### config.mk
export PLATFORM = sky130hd
export DESIGN_NAME = sorted_key_table
export DESIGN_NICKNAME = d
export VERILOG_FILES = /design/src/sv/skt_pkg.sv /design/src/sv/skt_spram.sv /design/src/sv/sorted_key_table.sv
export SDC_FILE = /design/constraint.sdc
export NUM_CORES = 1
export LEC_CHECK = 0
export BUFFER_PORTS_ARGS = -buffer_cell sky130_fd_sc_hd__buf_2
export CORE_UTILIZATION = 35
export CTS_CLUSTER_SIZE = 8
export DETAILED_ROUTE_END_ITERATION = 10
export GPL_TIMING_DRIVEN = 0
export SYNTH_ARGS = -nofsm -noshare
export SYNTH_HDL_FRONTEND = slang
export SYNTH_SLANG_ARGS = --single-unit
### constraint.sdc
create_clock -name clk_i -period 7.03 [get_ports clk_i]
set_input_delay 0 -clock clk_i [delete_from_list [all_inputs] [get_ports clk_i]]
set_output_delay 0 -clock clk_i [all_outputs]
set_load 0.01 [all_outputs]
### src/sv/skt_pkg.sv
// ----------------------------------------------------------------------------
// skt_pkg: shared types and codes for the sorted key table
// Request and response structs, operation kinds and status codes.
// ----------------------------------------------------------------------------
package skt_pkg;

  // Operation kinds carried in the request
  localparam logic KIND_INSERT = 1'b0;
  localparam logic KIND_REMOVE = 1'b1;

  // Response status codes
  localparam logic [1:0] ST_DONE    = 2'd0;
  localparam logic [1:0] ST_KEY     = 2'd1;  // key present on insert, absent on remove
  localparam logic [1:0] ST_BOUNDS  = 2'd2;  // table full on insert, empty on remove

  typedef struct packed {
    logic               kind;
    logic signed [31:0] entry_key;
    logic        [31:0] entry_payload;
  } in_req_t;

  typedef struct packed {
    logic [1:0] status;
    logic [4:0] entry_count;
    logic       is_empty;
    logic       is_full;
  } out_rsp_t;

  // One stored table slot
  typedef struct packed {
    logic signed [31:0] key;
    logic        [31:0] payload;
  } entry_t;

endpackage

### src/sv/skt_spram.sv
// ----------------------------------------------------------------------------
// skt_spram: single-port table memory
// One access per cycle, read or write; read data is registered.
// ----------------------------------------------------------------------------
module skt_spram #(
  parameter int DEPTH = 16,
  parameter int AW    = 4
) (
  input  logic            clk_i,
  input  logic            en_i,
  input  logic            we_i,
  input  logic [AW-1:0]   addr_i,
  input  skt_pkg::entry_t wdata_i,
  output skt_pkg::entry_t rdata_o
);

  skt_pkg::entry_t mem [DEPTH];
  skt_pkg::entry_t rdata_q;

  // write port
  always_ff @(posedge clk_i) begin
    if (en_i && we_i) begin
      mem[addr_i] <= wdata_i;
    end
  end

  // registered read port
  always_ff @(posedge clk_i) begin
    if (en_i && !we_i) begin
      rdata_q <= mem[addr_i];
    end
  end

  assign rdata_o = rdata_q;

endmodule

### src/sv/sorted_key_table.sv
// ----------------------------------------------------------------------------
// sorted_key_table: bounded table of entries kept in ascending key order
// Inserts and removes signed keys with payload handles in a one-port memory.
// ----------------------------------------------------------------------------
// Usage:
//   A request (in_req_i) is taken when in_valid_i and in_ready_o are high.
//   Insert places the entry in key order; it is refused when the table is
//   full or the key is already held. Remove deletes the matching key; it
//   reports an empty table or an absent key. Each request yields exactly one
//   response (out_rsp_o) with status, new count and empty/full flags, taken
//   when out_valid_o and out_ready_i are high.
//   Operation: a linear search reads one slot at a time, then entries move
//   one slot at a time through the single memory port; each slot searched
//   takes a read state and a compare state, and each entry moved takes a
//   read state and a write state. A full or empty table is refused without
//   a search. in_ready_o returns high in the same cycle the response appears.
//   in_ready_o is low while a request is worked on. The response sits in an
//   output register, so a new request is accepted while it waits; a second
//   finished response waits inside until the receiver takes the first.
//   Reset empties the table at once; memory contents need no clearing.
// ----------------------------------------------------------------------------
module sorted_key_table #(
  parameter int CAPACITY = 16
) (
  input  logic              clk_i,
  input  logic              rst_ni,
  input  logic              in_valid_i,
  output logic              in_ready_o,
  input  skt_pkg::in_req_t  in_req_i,
  output logic              out_valid_o,
  input  logic              out_ready_i,
  output skt_pkg::out_rsp_t out_rsp_o
);

  localparam int AW = (CAPACITY > 1) ? $clog2(CAPACITY) : 1;
  localparam int CW = $clog2(CAPACITY + 1);

  typedef enum logic [6:0] {
    S_IDLE    = 7'b0000001,
    S_SRCH_RD = 7'b0000010,
    S_SRCH_CM = 7'b0000100,
    S_MOVE_RD = 7'b0001000,
    S_MOVE_WR = 7'b0010000,
    S_PUT     = 7'b0100000,
    S_FINISH  = 7'b1000000
  } state_e;

  state_e state_q, state_d;

  logic               kind_q, kind_d;
  logic signed [31:0] key_q, key_d;
  logic        [31:0] pay_q, pay_d;
  logic [CW-1:0]      count_q, count_d;
  logic [CW-1:0]      ptr_q, ptr_d;
  logic [CW-1:0]      pos_q, pos_d;
  logic [1:0]         status_q, status_d;

  logic               out_valid_q, out_valid_d;
  skt_pkg::out_rsp_t  out_rsp_q, out_rsp_d;

  // memory port
  logic            mem_en, mem_we;
  logic [CW-1:0]   mem_idx;
  skt_pkg::entry_t mem_wdata, mem_rdata;

  logic [CW:0]     ptr_inc;
  logic [CW-1:0]   ptr_dec;
  logic [CW+4:0]   count_ext;
  logic            load_out;

  assign ptr_inc   = {1'b0, ptr_q} + {{CW{1'b0}}, 1'b1};
  assign ptr_dec   = ptr_q - CW'(1);
  assign count_ext = {5'b0, count_d};

  skt_spram #(
    .DEPTH (CAPACITY),
    .AW    (AW)
  ) u_ram (
    .clk_i   (clk_i),
    .en_i    (mem_en),
    .we_i    (mem_we),
    .addr_i  (mem_idx[AW-1:0]),
    .wdata_i (mem_wdata),
    .rdata_o (mem_rdata)
  );

  // sequencer
  always_comb begin
    state_d    = state_q;
    kind_d     = kind_q;
    key_d      = key_q;
    pay_d      = pay_q;
    count_d    = count_q;
    ptr_d      = ptr_q;
    pos_d      = pos_q;
    status_d   = status_q;
    mem_en     = 1'b0;
    mem_we     = 1'b0;
    mem_idx    = ptr_q;
    mem_wdata  = mem_rdata;
    load_out   = 1'b0;
    in_ready_o = (state_q == S_IDLE);

    case (state_q)
      S_IDLE: begin
        if (in_valid_i) begin
          kind_d   = in_req_i.kind;
          key_d    = in_req_i.entry_key;
          pay_d    = in_req_i.entry_payload;
          ptr_d    = '0;
          status_d = skt_pkg::ST_DONE;
          if (in_req_i.kind == skt_pkg::KIND_INSERT && count_q == CW'(CAPACITY)) begin
            status_d = skt_pkg::ST_BOUNDS;
            state_d  = S_FINISH;
          end else if (in_req_i.kind == skt_pkg::KIND_REMOVE && count_q == '0) begin
            status_d = skt_pkg::ST_BOUNDS;
            state_d  = S_FINISH;
          end else begin
            state_d  = S_SRCH_RD;
          end
        end
      end

      // read the next slot, or stop at the end of the held entries
      S_SRCH_RD: begin
        if (ptr_q == count_q) begin
          pos_d = ptr_q;
          if (kind_q == skt_pkg::KIND_INSERT) begin
            ptr_d   = count_q;
            state_d = S_MOVE_RD;
          end else begin
            status_d = skt_pkg::ST_KEY;
            state_d  = S_FINISH;
          end
        end else begin
          mem_en  = 1'b1;
          state_d = S_SRCH_CM;
        end
      end

      // compare the slot key against the request key
      S_SRCH_CM: begin
        if (mem_rdata.key < key_q) begin
          ptr_d   = ptr_inc[CW-1:0];
          state_d = S_SRCH_RD;
        end else begin
          pos_d = ptr_q;
          if (mem_rdata.key == key_q) begin
            if (kind_q == skt_pkg::KIND_INSERT) begin
              status_d = skt_pkg::ST_KEY;
              state_d  = S_FINISH;
            end else begin
              state_d = S_MOVE_RD;
            end
          end else begin
            if (kind_q == skt_pkg::KIND_INSERT) begin
              ptr_d   = count_q;
              state_d = S_MOVE_RD;
            end else begin
              status_d = skt_pkg::ST_KEY;
              state_d  = S_FINISH;
            end
          end
        end
      end

      // read the neighbor that moves into slot ptr
      S_MOVE_RD: begin
        if (kind_q == skt_pkg::KIND_INSERT) begin
          if (ptr_q == pos_q) begin
            state_d = S_PUT;
          end else begin
            mem_en  = 1'b1;
            mem_idx = ptr_dec;
            state_d = S_MOVE_WR;
          end
        end else begin
          if (ptr_inc >= {1'b0, count_q}) begin
            count_d = count_q - CW'(1);
            state_d = S_FINISH;
          end else begin
            mem_en  = 1'b1;
            mem_idx = ptr_inc[CW-1:0];
            state_d = S_MOVE_WR;
          end
        end
      end

      // write the moved entry and step toward the gap
      S_MOVE_WR: begin
        mem_en    = 1'b1;
        mem_we    = 1'b1;
        mem_wdata = mem_rdata;
        if (kind_q == skt_pkg::KIND_INSERT) begin
          ptr_d = ptr_dec;
        end else begin
          ptr_d = ptr_inc[CW-1:0];
        end
        state_d = S_MOVE_RD;
      end

      // place the new entry in the opened slot
      S_PUT: begin
        mem_en            = 1'b1;
        mem_we            = 1'b1;
        mem_idx           = pos_q;
        mem_wdata.key     = key_q;
        mem_wdata.payload = pay_q;
        count_d           = count_q + CW'(1);
        state_d           = S_FINISH;
      end

      // hand the response to the output register once it is free
      S_FINISH: begin
        if (!out_valid_q || out_ready_i) begin
          load_out = 1'b1;
          state_d  = S_IDLE;
        end
      end

      default: begin
        state_d = S_IDLE;
      end
    endcase
  end

  // response register
  always_comb begin
    out_valid_d = out_valid_q;
    out_rsp_d   = out_rsp_q;
    if (out_valid_q && out_ready_i) begin
      out_valid_d = 1'b0;
    end
    if (load_out) begin
      out_valid_d           = 1'b1;
      out_rsp_d.status      = status_q;
      out_rsp_d.entry_count = count_ext[4:0];
      out_rsp_d.is_empty    = (count_q == '0);
      out_rsp_d.is_full     = (count_q == CW'(CAPACITY));
    end
  end

  assign out_valid_o = out_valid_q;
  assign out_rsp_o   = out_rsp_q;

  // control state
  always_ff @(posedge clk_i or negedge rst_ni) begin
    if (!rst_ni) begin
      state_q     <= S_IDLE;
      count_q     <= '0;
      out_valid_q <= 1'b0;
    end else begin
      state_q     <= state_d;
      count_q     <= count_d;
      out_valid_q <= out_valid_d;
    end
  end

  // working and payload registers
  always_ff @(posedge clk_i) begin
    kind_q    <= kind_d;
    key_q     <= key_d;
    pay_q     <= pay_d;
    ptr_q     <= ptr_d;
    pos_q     <= pos_d;
    status_q  <= status_d;
    out_rsp_q <= out_rsp_d;
  end

endmodule

## Yosys cells after proc, flatten, opt, wreduce, memory -nomap -nowiden

Memories as Yosys holds them, arrays and structs flattened. A register that Yosys moved wholly into a read port is not among the register bits.
Index checks and enable logic that the tools add are counted.

| storage, ports and cells | value |
|---|---|
| bits in registers | 99 |
| bits in writable memories | 1,024 |
| output and inout bits | 11 |
| memories kept | 1 |

Memories:

| name | words | bits a word | rd ports | clocked after memory_dff | write ports | line | text |
|---|---|---|---|---|---|---|---|
| u_ram.mem | 16 | 64 | 1 | 1 | 1 | skt_spram.sv:17 | `skt_pkg::entry_t mem [DEPTH];` |

| operators by class | value |
|---|---|
| add/subtract/negate cells | 4 |
| order comparisons | 2 |
| eq/ne operators | 17 |
| multiplexer cells | 52 |
| bitwise gates (word level) | 1 |
| reductions and logical operators | 19 |

Operators by type and width:

| kind | number |
|---|---|
| $mux 7 | 11 |
| $mux 64 | 1 |
| $mux 5 | 10 |
| $pmux 7 s7 | 1 |
| $eq 32x32->1 | 1 |
| $lt 32x32->1 | 1 |
| $pmux 5 s2 | 2 |
| $pmux 5 s4 | 1 |
| $mux 2 | 8 |
| $mux 4 | 3 |
| $mux 1 | 11 |
| $eq 5x5->1 | 2 |
| $sub 5x1->5 const B | 2 |
| $ne 2x2->1 const B | 4 |
| $pmux 4 s2 | 1 |
| $eq 7x1->1 const B | 1 |
| $eq 7x2->1 const B | 1 |
| $eq 7x3->1 const B | 1 |
| $eq 7x4->1 const B | 1 |
| $eq 7x5->1 const B | 1 |
| $eq 7x6->1 const B | 1 |
| $eq 7x7->1 const B | 1 |
| $add 5x1->6 const B | 1 |
| $ge 6x5->1 | 1 |
| other kinds (19) | 27 |

## Longest topological paths before layout

| logic depth | value |
|---|---|
| word-level depth | 8 |
| gate-level depth with buffers | 15 |

## Cells and area by module

Synthesis repeated with hierarchy kept, for this count alone.

| unflattened totals | value |
|---|---|
| cells, all modules | 2,245 |
| area total of the unflattened synthesis | 46,055.4 µm² |

Modules (own cells, without submodules):

| module | times used | cells an instance | area each (µm²) | sequential area each (µm²) |
|---|---|---|---|---|
| skt_spram | 1 | 1,652 | 40,277.4 | 32,671.3 |
| sorted_key_table | 1 | 593 | 5,778.0 | 2,909.0 |

## Worst setup path after synthesis

OpenSTA, ideal clock, no wires.

| timing | value |
|---|---|
| path kind | reg2reg |
| start | register ptr_q[0] |
| end | register u_ram.rdata_o[32] (netlist name) |
| library setup time | 466 ps |
| arrival | 4,468 ps |
| setup slack | 2,096 ps |
| stages on the path, launching flop included | 9 |
| cell sequence | edfxtp_1 > buf_2 > inv_1 > ha_1 > ha_1 > a2111oi_4 > o32ai_2 > or2_2 > o21ai_0 |

| on the way | value |
|---|---|
| word-level cells in the longest chain between the ends | 6 |
| elaborated cells on any way between the ends | 15 |
| classes of those cells | add/sub (2); order compare (1); eq/ne (2); mux (9); reduce/logical (1) |

Ends and longest elaborated chain:

| element | line | text |
|---|---|---|
| start, declared | sorted_key_table.sv:54 | `logic [CW-1:0] ptr_q, ptr_d;` |
| start signal, assigned | sorted_key_table.sv:264 | `ptr_q <= ptr_d;` |
| $add 5x1->6 | sorted_key_table.sv:71 | `assign ptr_inc = {1'b0, ptr_q} + {{CW{1'b0}}, 1'b1};` |
| $ge 6x5->1 | sorted_key_table.sv:178 | `if (ptr_inc >= {1'b0, count_q}) begin` |
| $mux 1 | sorted_key_table.sv:178 |  |
| $mux 1 | sorted_key_table.sv:169 | `if (kind_q == skt_pkg::KIND_INSERT) begin` |
| $pmux 1 s3 | sorted_key_table.sv:104 | `case (state_q)` |
| $logic_and 1x1->1 | skt_spram.sv:29 | `if (en_i && !we_i) begin` |

Several ways; a longest one is shown, not always the timed one.
A chain may end at the register's enable or synchronous reset.

## Worst setup path in the final report

| timing | value |
|---|---|
| start | register ptr_q[0] |
| end | memory u_ram.mem[14][45] (netlist name) (enable) |

| on the way | value |
|---|---|
| word-level cells in the longest chain between the ends | 8 |
| elaborated cells on any way between the ends | 17 |
| classes of those cells | add/sub (2); order compare (1); eq/ne (2); mux (11); reduce/logical (1) |

Ends and longest elaborated chain:

| element | line | text |
|---|---|---|
| $add 5x1->6 | sorted_key_table.sv:71 |  |
| $ge 6x5->1 | sorted_key_table.sv:178 |  |
| $mux 1 | sorted_key_table.sv:178 |  |
| $mux 1 | sorted_key_table.sv:169 |  |
| $pmux 1 s3 | sorted_key_table.sv:104 |  |
| $logic_and 1x1->1 | skt_spram.sv:22 | `if (en_i && we_i) begin` |
| $mux 1 | skt_spram.sv:22 |  |
| $mux 1 (implied by the code) | skt_spram.sv:23 | `mem[addr_i] <= wdata_i;` |
| end, declared | skt_spram.sv:17 |  |

Several ways; a longest one is shown, not always the timed one.

==> impl_metrics.ini <==
[outcome]
outcome = completed

[sta]
setup_viol_count_final = 0
fin_worst_skew_ps = 32.3
worst_slack_ps = 1570
fmax_mhz = 183
finalHoldViolCount = 0
slew_viol_final = 0
holdWs_ps = 66.3
rsz0062_at_grt = no
finalCriticalPeriod_ps = 5460
min_period_over_period = 0.777
slew_headroom = 0.118
worst_pin_slew_ps = 1310
setup_tns_ps = 0

[floorplanning]
die_w_um = 269
io-pin-count = 80
row_count = 97
coreArea_um2 = 70100
dieHeight_um = 269
start_util = 0.355
die_area_um2 = 72200

[placed_design]
gp_congestion = 0.844
place_area_um2 = 27100
dp_hpwl_um = 41000
portBuffers = 47
dp.cells = 2525
dpl_worst_slack_ps = 1600

[hold_path]
hold_path_class = primary input to register
hold_end = key_q[26]
worstHoldStart = in_req_i[58]
hold_depth = 2

[clocking]
numCtsBuffers = 87
cts_max_path_buffers = 3
clock_latency_ps = 640
cts_tree = built
clkSinkCount = 611
path_clk_slew_ps = 50
cts_setup_buffers = 0
root_buffer = clkbuf_16
htree_num_levels = 3

[synth]
synth_top_family_by_area = multiplexers
yosysSeqAreaShare = 0.735
synth_edf_count = 598
yosys.area_share.simple = 0.0431
yosys_warnings = 0
ys_ff_latch = 611
synthArstFlopShare = 0.0213
synth_mux_area_frac = 0.105
syn_nets = 1623
post_synth_instance_area_um2 = 24900
yosysUniqueCellTypes = 65
syn_area_per_cell_um2 = 16.5
synth_cells = 1512
synth_xor_area_frac = 0.00774
synthFlopType = edfxtp_1
synth_compound_area_frac = 0.0649
synthAdderAreaFrac = 0.0211

[global_routing]
first_global_vias = 14100
track_usage = 0.183
antenna_found_initial = 1
overflow = 0
grt_max_degree = 21
grt_pass1_wl_um = 94100

[setup_path]
required_ps = 7350
critical_path_arrival_ps = 5780
path_class = register to register
path_max_fanout = 17
ff2ff_path_depth = 14
ff2ff_setup_slack_ps = 1570
reg2reg_from = ptr_q[0]
r2r-end = u_ram.mem[14][45]
cp-start-kind = register
cp-end-kind = register

[routing]
totalWireLength_um = 65500
drt_iter0_markers = 1567
drc = 0
vias = 14400
ant_nets = 0
dr.pass1.iters = 5
routedWlPerCell_um = 24.6
viasPerCell = 5.39

[power]
peakVddDrop_mv = 0.274
leakagePower_nw = 11.3
total_power_mw = 11.3
powerDensity_nw_per_um2 = 380

[cells_and_area]
final_cells = 2665
nets = 1824
final_common_cell = edfxtp_1
syn2layout_area_growth_pct = 20.0
diodes = 0
final_cell_area_um2 = 29900
drive_above_1_share = 0.135
final_util = 0.426
mostFrequentLayoutCells = 598 x edfxtp_1, 261 x mux2i_1, 131 x o22ai_1

[job]
cap_violations = 0
cell usage after synthesis (all sizes together), types with 10 or more instances:
cell | count | area share
nand4 | 11 | 0.0028
o21ai | 51 | 0.010
nor2 | 42 | 0.0063
inv | 47 | 0.0071
mux2i | 261 | 0.10
nand2 | 57 | 0.0086
o22ai | 131 | 0.033
dfrtp | 12 | 0.012
nand3 | 14 | 0.0028
clkbuf | 38 | 0.0057
xnor2 | 16 | 0.0056
a21oi | 13 | 0.0026
buf | 36 | 0.010
edfxtp | 598 | 0.72
nor3 | 10 | 0.0020
a21o | 13 | 0.0039
ha | 42 | 0.021
or4 | 33 | 0.010
sequential cells by signal, indices dropped and copies added (netlist names):
register	cells
count_q	5
key_q	32
kind_q	1
out_rsp_o	9
out_valid_o	1
pos_q	5
ptr_q	5
state_q	7
status_q	2
u_ram.mem	512
u_ram.rdata_o	32
repair_timing:
action / CTS / global route
gates resized for setup: 0 / 0
hold endpoints to repair: 51 / 0
hold buffers: 38 / 0
per-layer routing:
| layer | global-route usage | vias to the layer above | wire length [µm] |
|---|---|---|---|
| met5 | 0 | - | 0 |
| met4 | 0.0650 | 0 | 2060 |
| met3 | 0.0335 | 133 | 5350 |
| met2 | 0.288 | 677 | 30300 |
| met1 | 0.253 | 7191 | 27800 |
| li1 | - | 6371 | - |
cell families (layout without fill, tap and decap cells):
kind of cell | count (synthesis) | in the layout
flip-flops | 611 | 611
AND/OR/NAND/NOR | 205 | 205
adder cells (fa/ha/maj) | 42 | 42
multiplexers | 261 | 261
buffers and inverters | 121 | 334
AO/OA/AOI/OAI | 250 | 250
XOR/XNOR | 22 | 22
final cells by class:
type / count / area, µm²
Buffer: 74 / 402
Clock buffer: 93 / 2230
Clock inverter: 8 / 163
Fill cell: 6246 / 40300
Inverter: 47 / 176
Multi-Input combinational cell: 780 / 6150
Sequential cell: 611 / 18300
Tap cell: 940 / 1180
Timing Repair Buffer: 112 / 1270
where the power goes:
| group | internal (mW) | total [mW] | switching [mW] |
|---|---|---|---|
| clock network | 2.27 | 3.75 | 1.49 |
| registers | 4.30 | 4.38 | 0.0795 |
| logic | 1.19 | 3.21 | 2.02 |
| total | 7.76 | 11.3 | 3.59 |
worst max path at each step:
stage | from | endpoint | slack (ps)
3_5_place_dp | ptr_q[0] | u_ram.mem[12][45] | 1600
4_1_cts | ptr_q[0] | u_ram.mem[12][45] | 1580
2_1_floorplan | ptr_q[0] | u_ram.rdata_o[32] | 2100
5_1_grt | ptr_q[0] | u_ram.mem[14][45] | 1280
6_report | ptr_q[0] | u_ram.mem[14][45] | 1570
3_3_place_gp | ptr_q[0] | u_ram.rdata_o[45] | -1260
worst max-delay path, cell delays in order, from the launching register on:
cell       delay (ps)
edfxtp_1          450
buf_2             260
inv_1             130
ha_1              420
ha_1              350
a2111oi_4         420
o32ai_2           240
nor4b_1           410
or3_1             190
buf_2             200
buf_4             290
buf_2             440
nand2_1           360
nor2_4            680
buf_12            290
Power figures use the tool's default switching activity.
